<file path="src/crs_pkg.sv">
// Package for the Catmull-Rom spline evaluator: item types, fixed-point
// widths, operation codes and pipeline stage numbers.
// No dependencies.
package crs_pkg;

  // Field widths
  localparam int COORD_W = 32;
  localparam int IDX_W   = 6;
  localparam int CNT_W   = 7;
  localparam int T_W     = 17;
  localparam int FRAC_W  = 16;

  // Horner accumulator and product widths
  localparam int ACC_W  = 38;
  localparam int PROD_W = ACC_W + T_W + 1;

  // Fixed-point constants
  localparam logic [T_W-1:0]    U_ONE      = 17'd65536;
  localparam logic [CNT_W-1:0]  MIN_POINTS = 7'd4;
  localparam logic [PROD_W-1:0] ROUND_HALF = PROD_W'(32768);

  // Operation codes
  localparam logic OP_LOAD = 1'b0;
  localparam logic OP_EVAL = 1'b1;

  // Pipeline stage numbers
  localparam int STG_ADDR = 1;
  localparam int STG_RD   = 2;
  localparam int STG_LAST = 10;
  localparam int NUM_STG  = STG_LAST + 1;

  typedef logic signed [ACC_W-1:0]  acc_t;
  typedef logic signed [PROD_W-1:0] prod_t;

  typedef struct packed {
    logic                      operation;
    logic [IDX_W-1:0]          point_index;
    logic signed [COORD_W-1:0] in_x;
    logic signed [COORD_W-1:0] in_y;
    logic signed [COORD_W-1:0] in_z;
    logic [T_W-1:0]            param_t;
  } in_item_t;

  typedef struct packed {
    logic signed [COORD_W-1:0] pos_x;
    logic signed [COORD_W-1:0] pos_y;
    logic signed [COORD_W-1:0] pos_z;
    logic [IDX_W-1:0]          segment;
  } out_item_t;

  // Load enables of the lane stages
  typedef struct packed {
    logic terms;
    logic mul1;
    logic add1;
    logic mul2;
    logic add2;
    logic mul3;
    logic add3;
  } lane_en_t;

endpackage

</file>
<file path="src/crs_merge.sv">
// Merging stage: halves and saturates the three lane sums and registers
// them with the segment index as one result item.
// Depends on crs_pkg.
module crs_merge (
  input  logic                        clk_i,
  input  logic                        en_i,
  input  crs_pkg::acc_t               acc_x_i,
  input  crs_pkg::acc_t               acc_y_i,
  input  crs_pkg::acc_t               acc_z_i,
  input  logic [crs_pkg::IDX_W-1:0]   seg_i,
  output crs_pkg::out_item_t          data_o
);

  localparam int PAD = crs_pkg::ACC_W - crs_pkg::COORD_W;
  localparam crs_pkg::acc_t SAT_HI = {{PAD{1'b0}}, 32'h7FFF_FFFF};
  localparam crs_pkg::acc_t SAT_LO = {{PAD{1'b1}}, 32'h8000_0000};
  localparam crs_pkg::acc_t ONE    = crs_pkg::ACC_W'(1);

  // Halve with rounding upward, then clamp to the signed 32-bit range
  function automatic logic signed [crs_pkg::COORD_W-1:0] half_sat(input crs_pkg::acc_t a);
    crs_pkg::acc_t h;
    h = (a + ONE) >>> 1;
    if (h > SAT_HI) begin
      return SAT_HI[crs_pkg::COORD_W-1:0];
    end else if (h < SAT_LO) begin
      return SAT_LO[crs_pkg::COORD_W-1:0];
    end
    return h[crs_pkg::COORD_W-1:0];
  endfunction

  crs_pkg::out_item_t data_d;

  always_comb begin
    data_d.pos_x   = half_sat(acc_x_i);
    data_d.pos_y   = half_sat(acc_y_i);
    data_d.pos_z   = half_sat(acc_z_i);
    data_d.segment = seg_i;
  end

  // Output register, held while the sink stalls
  always_ff @(posedge clk_i) begin
    if (en_i) begin
      data_o <= data_d;
    end
  end

endmodule
</file>
<file path="config.mk">
export PLATFORM = sky130hd
export DESIGN_NAME = crs_merge
export DESIGN_NICKNAME = d
export VERILOG_FILES = /design/src/crs_pkg.sv /design/src/crs_merge.sv
export SDC_FILE = /design/constraint.sdc
export NUM_CORES = 1
export LEC_CHECK = 0
export BUFFER_PORTS_ARGS = -buffer_cell sky130_fd_sc_hd__buf_4
export CELL_PAD_IN_SITES_DETAIL_PLACEMENT = 1
export CELL_PAD_IN_SITES_GLOBAL_PLACEMENT = 1
export CORE_UTILIZATION = 41
export DETAILED_ROUTE_END_ITERATION = 16
export PLACE_DENSITY_LB_ADDON = 0.1
export SLEW_MARGIN = 20
export SYNTH_ARGS = -nofsm -noshare
export SYNTH_HDL_FRONTEND = slang
export SYNTH_SLANG_ARGS = --single-unit
</file>
<file path="constraint.sdc">
create_clock -name clk_i -period 4.4 [get_ports clk_i]
set_input_delay 0.22 -clock clk_i [delete_from_list [all_inputs] [get_ports clk_i]]
set_output_delay 0.22 -clock clk_i [all_outputs]
set_load 0.1 [all_outputs]
</file>
======== Yosys cells after proc, flatten, opt, wreduce, memory -nomap -nowiden ========
Cells that the tools add are included.
word-level totals
  register bits after elaboration ......... 102
  input port bits ......................... 122
  output and inout port bits .............. 102
  logic and storage cells ................. 28
operators by class
  $add $sub $neg .......................... 3
  magnitude comparators ................... 6
  mux-type cells .......................... 15
operators with widths
  kind                     count
  $mux W32                 9
  $add A38 B2 Y38 const B  3
  $gt A37 B32 Y1 const B   3
  $lt A37 B32 Y1 const B   3
  $mux W1                  6

======== Logic depth before layout (Yosys ltp) ========
Gate-level depths: netlist (run 1).
  word-level depth ........................ 5
  gate-level depth with buffers ........... 10
  depth with buffers taken out ............ 8

======== Worst setup path after synthesis (run 1) ========
No wires, ideal clock.
  kind .................................... input to register
  start ................................... in acc_y_i[0]
  end ..................................... reg data_o[39] in the netlist's numbering, data pin
  library setup time ...................... 269 ps
  arrival ................................. 2048 ps
  required time ........................... 4131 ps
  slack ................................... 2083 ps
  stages on the path ...................... 9
  buffers on the path ..................... 2
  cell sequence ........................... ha_1 -> clkbuf_1 -> and3_1 -> nor4bb_1 -> o311a_1 -> o21ai_0 -> a21oi_1 -> clkbuf_1 -> o22ai_1
RTL lines
  what                  RTL line         source
  start, declared       crs_merge.sv:8   input crs_pkg::acc_t acc_y_i,
  end signal, assigned  crs_merge.sv:43  data_o <= data_d;
  end, declared         crs_merge.sv:11  output crs_pkg::out_item_t data_o

==> summary.md, run 1 <==
| Metric | Value |
|---|---|
| Post-synthesis mux area share | 0.165% |
| Post-synth EDFFs | 102 |
| Pint | about 1.8 mW |
| Switching Fraction | 40.1% |
| Final max-slew violation count | 0 |
| Commonest cells after routing, fill and taps aside | buf_4 (231), edfxtp_1 (102), o22ai_1 (61) |
| Initial Utilization | a little over two fifths |
| Post-cts repair resize count | 0 |
| Hold crit path type | in2reg |
| Wirelength, routed | approximately 19000 um |
| First-pass detailed-route iteration total | 4 |
| DP HPWL | 14400 um |
| WP buf/inv | 2 |
| RSZ-0062 raised after global routing | no |
| Top FF cell, synth | edfxtp_1 |
| Biggest regs | data_o x102 |
| Largest register by flop count | data_o |
| CTS clock-pin slew for the worst setup and hold paths | 0.07 ns |
| Clock Tree Buf Depth | 2 |
| Stages on the worst setup path | 9 |
| Post-Synthesis Cells | 574 |
| Max cap viols | 0 |
| DRT iter0 DRCs | approximately 400 |
| Largest family of logic cells by synthesized area | simple AND/OR/NAND/NOR gates |
| Hold buffers post-CTS | 0 |
| Routed Antenna Nets | 0 |
| Post-layout util | 56.7% |
| Drt wl/cell | 19.2 um |
| Layout cell share with drive strength beyond 1 | 33.3% |
| Sequential area share after synthesis | 50.4% |
| Via density | around 5.7 |
| Ys async rst share | 0% |
| Setup-failing EPs final | 0 |
| GRT Total Usage | 24.4% |
| Synthesized Nets | 699 |
| Fill count | about 1600 |
| Critical path class | in2reg |
| Die Footprint | 0.0153 mm2 |
| Num CTS Buffers | 9 |
| Final hold viol count | 0 |
| Area grow syn2layout | 34.9% |
| Worst hold path depth | 1 |
| Leak Pwr | 3.06 nW |
| Initial antenna violation count | 0 |
| Simple-Gate Fraction of Synth Area | between 20% and 30% |
| Vias in the first global route | 5575 |
| Slowest stage cell, crit path | nor2_2 |
| Port bufs | approximately 220 |
| # rows | 44 |
| Reg power frac | 39.8% |
| Comb pwr share | roughly 36% |
| Ant. Diodes | 0 |
| Setup TNS | 0 ns |
| Period utilisation layout | 69.6% |
| Final Instance Area | 0.00821 mm2 |
| Yosys Warn Count | 0 |
| Largest fanout on the critical path | 17 |
| Required @ worst endpoint | between 4 and 5 ns |
| Pin count of the biggest net entering global routing | 73 |
| Family with the most delay on the worst path | simple AND/OR/NAND/NOR gates |
| CP Data Arrival Time | 3.11 ns |
| CP Launch Point | acc_z_i[4] |
| CP endpoint kind | flop |
| CTS Sinks | ~100 |
| TritonCTS clock tree | yes |
| Startpoint of the worst hold path | seg_i[4] |
| Post-DP Area | 0.00794 mm2 |
| Worst hold margin | 0.0522 ns |
| DR DRC count | 0 |
| Crit path largest cell delay | around 0.63 ns |
| Max FFs per register | 102 |
| Fmax | 327 MHz |
| Die height | 124 um |
| Routability Congestion | 0.888 |
| Maximum VDD drop | 0.176 mV |
| Post-Synth XOR/XNOR Area | between 10% and 20% |
| Synthesized cell area | between 0.006 and 0.007 mm2 |
| Post-synth cell types | 49 |
| Clock power share | 24.6% |
| Synth Area in Adders | less than 1% |
| CP Cell Sequence | buf_4, nand4_1, nor2_1, nand3_1, o311ai_0, a22oi_1, nor2_2, buf_4, o22ai_1 |
| Commonest non-fill, non-tap cell in the layout | buf_4 |
| Status | complete, no violations |
| Cell Pwr Density | 367 mW/mm2 |
| Cell repeated most along the worst path | buf_4 |
| Io pins | 224 |
| Core area | 0.0145 mm2 |
| Number of synthesized register bits | 102 |
| Slew @ Worst Pin | 0.991 ns |
| Die width | 124 um |
| CP startpoint kind | input port |
| Post-CTS setup buffers | 0 |
| Final net count | between 900 and 1000 |
| Min Tclk post-route | 3.06 ns |
| Tot Pwr | 3.01 mW |
| Via count | around 5500 |
| Grt total ovfl | 0 |
| Post-Syn Area per Cell | 10.6 um2 |
| First-pass GRT wire length | 28600 um |
| Post-synthesis compound-gate area fraction | 11.1% |
| Switching power | 1.21 mW |
| Root buffer cell | clkbuf_16 |
| H-tree depth | 3 |
| Max-slew headroom | 33.8% |
## cell usage after synthesis, types with 3 or more instances
master	instances	area [um2]
nand3_1	47	235
buf_2	3	15.0
or3_1	5	31.3
inv_1	16	60.1
buf_6	4	45.0
o21ai_0	5	25.0
ha_1	3	37.5
o22ai_1	61	382
and2_1	7	43.8
nand2_1	37	139
nor4_1	12	75.1
o21ai_2	3	26.3
and4_1	9	78.8
clkbuf_1	19	71.3
nor3_1	10	50.1
xnor2_1	40	350
xor2_1	61	534
and3_1	15	93.8
nor2_1	30	113
nand4_1	25	156
edfxtp_1	102	3060
o21ai_1	27	135
## per-stage QoR
stage	instances	setup WS, ns
after detailed placement	963	1.06
after CTS	979	1.42
after floorplan	574	2.08
after global routing	979	1.12
after global placement	963	1.18
final	979	1.34
## cells by family (layout without fill, tap and decap cells)
group / count (synthesis) / in the layout
buf+inv: 42 / 263
fa+ha+maj: 3 / 3
xor+xnor: 101 / 101
flops: 102 / 102
mux: 1 / 1
simple gates: 216 / 216
compound gates: 109 / 109
## power by group through the flow
stage / clock (mW) / combinational (mW) / sequential, mW
global placement: 0 / 1.06 / 1.22
detailed placement: 0 / 1.07 / 1.22
floorplan: 0 / 0.138 / 1.84
finish: 0.741 / 1.07 / 1.20
global route: 0.787 / 1.11 / 1.21
CTS: 0.757 / 1.08 / 1.20
## path summary, 6_finish.rpt
kind | to | slack [ns]
hold / removal | data_o[4] | 0.05
setup / recovery | data_o[7] | 1.34
## layout make-up
cell class	instances	area (um2)	area share [%]
Clock buffer	12	236	2.88
Clock inverter	4	31.3	0.381
Inverter	16	60.1	0.732
Multi-Input combinational cell	430	2850	34.7
Sequential cell	102	3060	37.3
Tap cell	184	230	2.81
Timing Repair Buffer	231	1730	21.1
## routing by layer
metal  GRT usage, %  vias to the layer above  part of all wire, %  wire length (um)
met2           42.6                      182                   51              9510
met5              0                        -                    0                 0
met4           10.4                        0                  2.7               504
met3           4.85                       32                  6.5              1220
li1               -                     2621                    -                 -
met1           29.0                     2714                   40              7590
(Power assumes the default switching activity.)
==> inputs of run 2 (changes only) <==
--- a/config.mk
+++ b/config.mk
@@ -5,10 +5,11 @@
 export SDC_FILE = /design/constraint.sdc
 export NUM_CORES = 1
 export LEC_CHECK = 0
+export ABC_AREA = 1
 export BUFFER_PORTS_ARGS = -buffer_cell sky130_fd_sc_hd__buf_4
 export CELL_PAD_IN_SITES_DETAIL_PLACEMENT = 1
 export CELL_PAD_IN_SITES_GLOBAL_PLACEMENT = 1
-export CORE_UTILIZATION = 41
+export CORE_UTILIZATION = 38
 export DETAILED_ROUTE_END_ITERATION = 16
 export PLACE_DENSITY_LB_ADDON = 0.1
 export SLEW_MARGIN = 20
==> constraint.sdc (replaced) <==
create_clock -name clk_i -period 3 [get_ports clk_i]
set_input_delay 0.15 -clock clk_i [delete_from_list [all_inputs] [get_ports clk_i]]
set_output_delay 0.15 -clock clk_i [all_outputs]
set_load 0.1 [all_outputs]
==> run 2 against run 1 <==
  * First-iteration DRC count shrank 47%
  * Power grew 53%
  * Sequential power grew 46%
  * Wire length grew 14%
  * Clock power grew 59%
  * Critical endpoint is now data_o[93]
  * Largest cell class is now multi-input gates
  * Largest power group unchanged
==> summary.md, run 2 <==
| Metric | Value |
|---|---|
| Status | complete, no violations (unchanged) |
| Clock power share | 25.6% (was 24.6%) |
| Biggest regs | data_o x102 (unchanged) |
| Die height | 140 um (was 124 um) |
| Tot Pwr | 4.61 mW (was 3.01 mW) |
| Layout cell share with drive strength beyond 1 | 26.0% (was 33.3%) |
| Final max-slew violation count | 0 (unchanged) |
| DP HPWL | 17400 um (was 14400 um) |
| Via density | 4.78 (was 5.67) |
| H-tree depth | 3 (unchanged) |
| Switching Fraction | 41.8% (was 40.1%) |
| Synthesized cell area | 0.00722 mm2 (was 0.00608 mm2) |
| M1 WL | 9360 um (was 7590 um) |
| GRT Total Usage | 22.4% (was 24.4%) |
| Family with the most delay on the worst path | simple AND/OR/NAND/NOR gates (unchanged) |
| Core area | 0.0186 mm2 (was 0.0145 mm2) |
| Area grow syn2layout | 30.2% (was 34.9%) |
| DR DRC count | 0 (unchanged) |
| CP Cell Sequence | buf_4, ha_1, nand3_2, inv_2, nand2_1, nor2_2, nand2_1, nand2_1, nand2_1, nor3_1, nand2_1, nand2_2, nand2_1 (was buf_4, nand4_1, nor2_1, nand3_1, o311ai_0, a22oi_1, nor2_2, buf_4, o22ai_1) |
| Final net count | 1272 (was 915) |
| Port bufs | 223 (unchanged) |
| DRT iter0 DRCs | 208 (was 390) |
| Post-DP Area | 0.00905 mm2 (was 0.00794 mm2) |
| Leading area contributor after synthesis | edfxtp_1 (unchanged) |
| Post-Syn Area per Cell | 7.85 um2 (was 10.6 um2) |
| Post-synth EDFFs | 102 (unchanged) |
| Highest routed layer | met4 (unchanged) |
| Die width | 140 um (was 124 um) |
| Comb pwr share | 36.4% (was 35.6%) |
| Routability Congestion | 0.849 (was 0.888) |
| Post-synth cell types | 28 (was 49) |
| WL met3 | 1290 um (was 1220 um) |
| CTS clock-pin slew for the worst setup and hold paths | 0.08 ns (was 0.07 ns) |
| CTS Sinks | 102 (unchanged) |
| Post-cts repair resize count | 0 (unchanged) |
| Area share of the largest cell type after synthesis | 42.4% (was 50.4%) |
| Number of synthesized register bits | 102 (unchanged) |
| Ranking of synthesized cells by area | edfxtp_1 (42%), nand2_1 (20%), nor2_1 (6.7%) (was edfxtp_1 (50%), xor2_1 (8.8%), o22ai_1 (6.3%)) |
| Yosys Warn Count | 0 (unchanged) |
| Via count | 6619 (was 5549) |
| Commonest non-fill, non-tap cell in the layout | nand2_1 (was buf_4) |
| Max FFs per register | 102 (unchanged) |
| Largest fanout on the critical path | 31 (was 17) |
| Reg power frac | 38.0% (was 39.8%) |
| Initial antenna violation count | 0 (unchanged) |
| Sequential area share after synthesis | 42.4% (was 50.4%) |
| Wirelength, routed | 21400 um (was 18800 um) |
| RSZ-0062 raised after global routing | no (unchanged) |
| Ys async rst share | 0% (unchanged) |
| CP startpoint kind | input port (unchanged) |
| CP Data Arrival Time | 2.08 ns (was 3.11 ns) |
| Largest register by flop count | data_o (unchanged) |
| Top cells by count, synth | nand2_1 (381), nor2_1 (129), edfxtp_1 (102), inv_1 (59), xor2_1 (51) (was edfxtp_1 (102), o22ai_1 (61), xor2_1 (61), nand3_1 (47), xnor2_1 (40)) |
| First-pass GRT wire length | 34300 um (was 28600 um) |
| Synthesized Nets | 1045 (was 699) |
| Final hold viol count | 0 (unchanged) |
| WP buf/inv | 2 (unchanged) |
| Slowest stage cell, crit path | nand2_2 (was nor2_2) |
| CP endpoint kind | flop (unchanged) |
| Min Tclk post-route | 2.00 ns |
| Worst hold margin | 0.157 ns (was 0.0522 ns) |
| Ant. Diodes | 0 (unchanged) |
| Setup-failing EPs final | 0 (unchanged) |
| Num CTS Buffers | 9 (unchanged) |
| Max cap viols | 0 (unchanged) |
| Critical path class | in2reg (unchanged) |
| TritonCTS clock tree | yes (unchanged) |
| Drt wl/cell | 15.4 um (was 19.2 um) |
| Crit path largest cell delay | 0.46 ns (was 0.63 ns) |
| Setup TNS | 0 ns (unchanged) |
| Max-slew headroom | 59.9% (was 33.8%) |
| Routed Antenna Nets | 0 (unchanged) |
| Hold crit path type | in2reg (unchanged) |
| Root buffer cell | clkbuf_16 (unchanged) |
| Hold buffers post-CTS | 6 (was 0) |
| Switching power | 1.92 mW (was 1.21 mW) |
| Met2 wire length | 10500 um (was 9510 um) |
| Post-Synthesis Cells | 920 (was 574) |
| Fmax | between 500 and 600 MHz |
| Period utilisation layout | 66.6% |
| Io pins | 224 (unchanged) |
| Leak Pwr | 4.17 nW (was 3.06 nW) |
| Commonest cells after routing, fill and taps aside | nand2_1 (381), buf_4 (226), nor2_1 (129) (was buf_4 (231), edfxtp_1 (102), o22ai_1 (61)) |
| Top FF cell, synth | edfxtp_1 (unchanged) |
| Required @ worst endpoint | 3.08 ns (was 4.45 ns) |
| Most instantiated library cell after synthesis | nand2_1 (was edfxtp_1) |
| Pin count of the biggest net entering global routing | 44 (was 73) |
| Fill count | 2319 (was 1631) |
| Final Instance Area | 0.00940 mm2 (was 0.00821 mm2) |
| Slew @ Worst Pin | 0.600 ns (was 0.991 ns) |
| Vias in the first global route | 6803 (was 5575) |
| Initial Utilization | 38.7% (was 42.0%) |
| Maximum VDD drop | 0.283 mV (was 0.176 mV) |
| First-pass detailed-route iteration total | 4 (unchanged) |
| Die Footprint | 0.0196 mm2 (was 0.0153 mm2) |
| Cell repeated most along the worst path | nand2_1 (was buf_4) |
| Pint | 2.68 mW (was 1.81 mW) |
| Clock Tree Buf Depth | 2 (unchanged) |
| Post-CTS setup buffers | 0 (unchanged) |
| Cell Pwr Density | 490 mW/mm2 (was 367 mW/mm2) |
| # rows | 50 (was 44) |
| Grt total ovfl | 0 (unchanged) |
==> run 2: cell count changes after synthesis, sizes merged, moves of 19 or more <==
cell,before,now
o21ai,35,2
nor2,30,151
inv,16,61
o22ai,61,2
nand2,37,398
clkbuf,19,0
==> run 2: per-layer routing <==
metal | vias up | GRT usage (%)
met2 | 158 | 39.6
met1 | 3060 | 27.2
met3 | 12 | 5.23
met5 | - | 0
li1 | 3389 | -
met4 | 0 | 5.67
==> run 2: final timing paths <==
| path | start | end | slack (ns) | cells past startpoint |
|---|---|---|---|---|
| max | acc_x_i[0] | data_o[93] | 1.00 | 13 |
| min | acc_y_i[37] | data_o[69] | 0.16 | 2 |
==> run 2: cell families after synthesis <==
kind of cell | share of synthesized area, %
AND/OR/NAND/NOR | 38.9
AO/OA/AOI/OAI | 0.884
adder cells (fa/ha/maj) | 0.520
XOR/XNOR | 11.3
buffers and inverters | 5.98
flip-flops | 42.4
==> run 2: through the flow <==
step / instances / setup slack, ns / util (%)
floorplan: 920 / 1.26 / -
global placement: 1364 / 0.686 / 48.5
detailed placement: 1364 / 0.597 / 48.5
CTS: 1386 / 0.972 / 50.4
global route: 1386 / 0.753 / 50.4
finish: 1386 / 1.00 / 50.4
==> run 2: area by class of cell <==
cell class	count	area [um2]	area share (%)
clock buffer	9	225	2.40
timing repair buffer	234	1800	19.1
sequential	102	3060	32.6
tap	234	293	3.12
multi-input combinational	739	3720	39.6
inverter	61	229	2.44
clock inverter	7	67.6	0.719
==> run 2: power by group through the flow <==
stage,clock (mW),combinational [mW],sequential [mW]
after floorplan,0,0.298,2.69
after global placement,0,1.66,1.78
after detailed placement,0,1.68,1.78
after CTS,1.21,1.69,1.76
after global routing,1.25,1.76,1.76
final,1.18,1.68,1.75
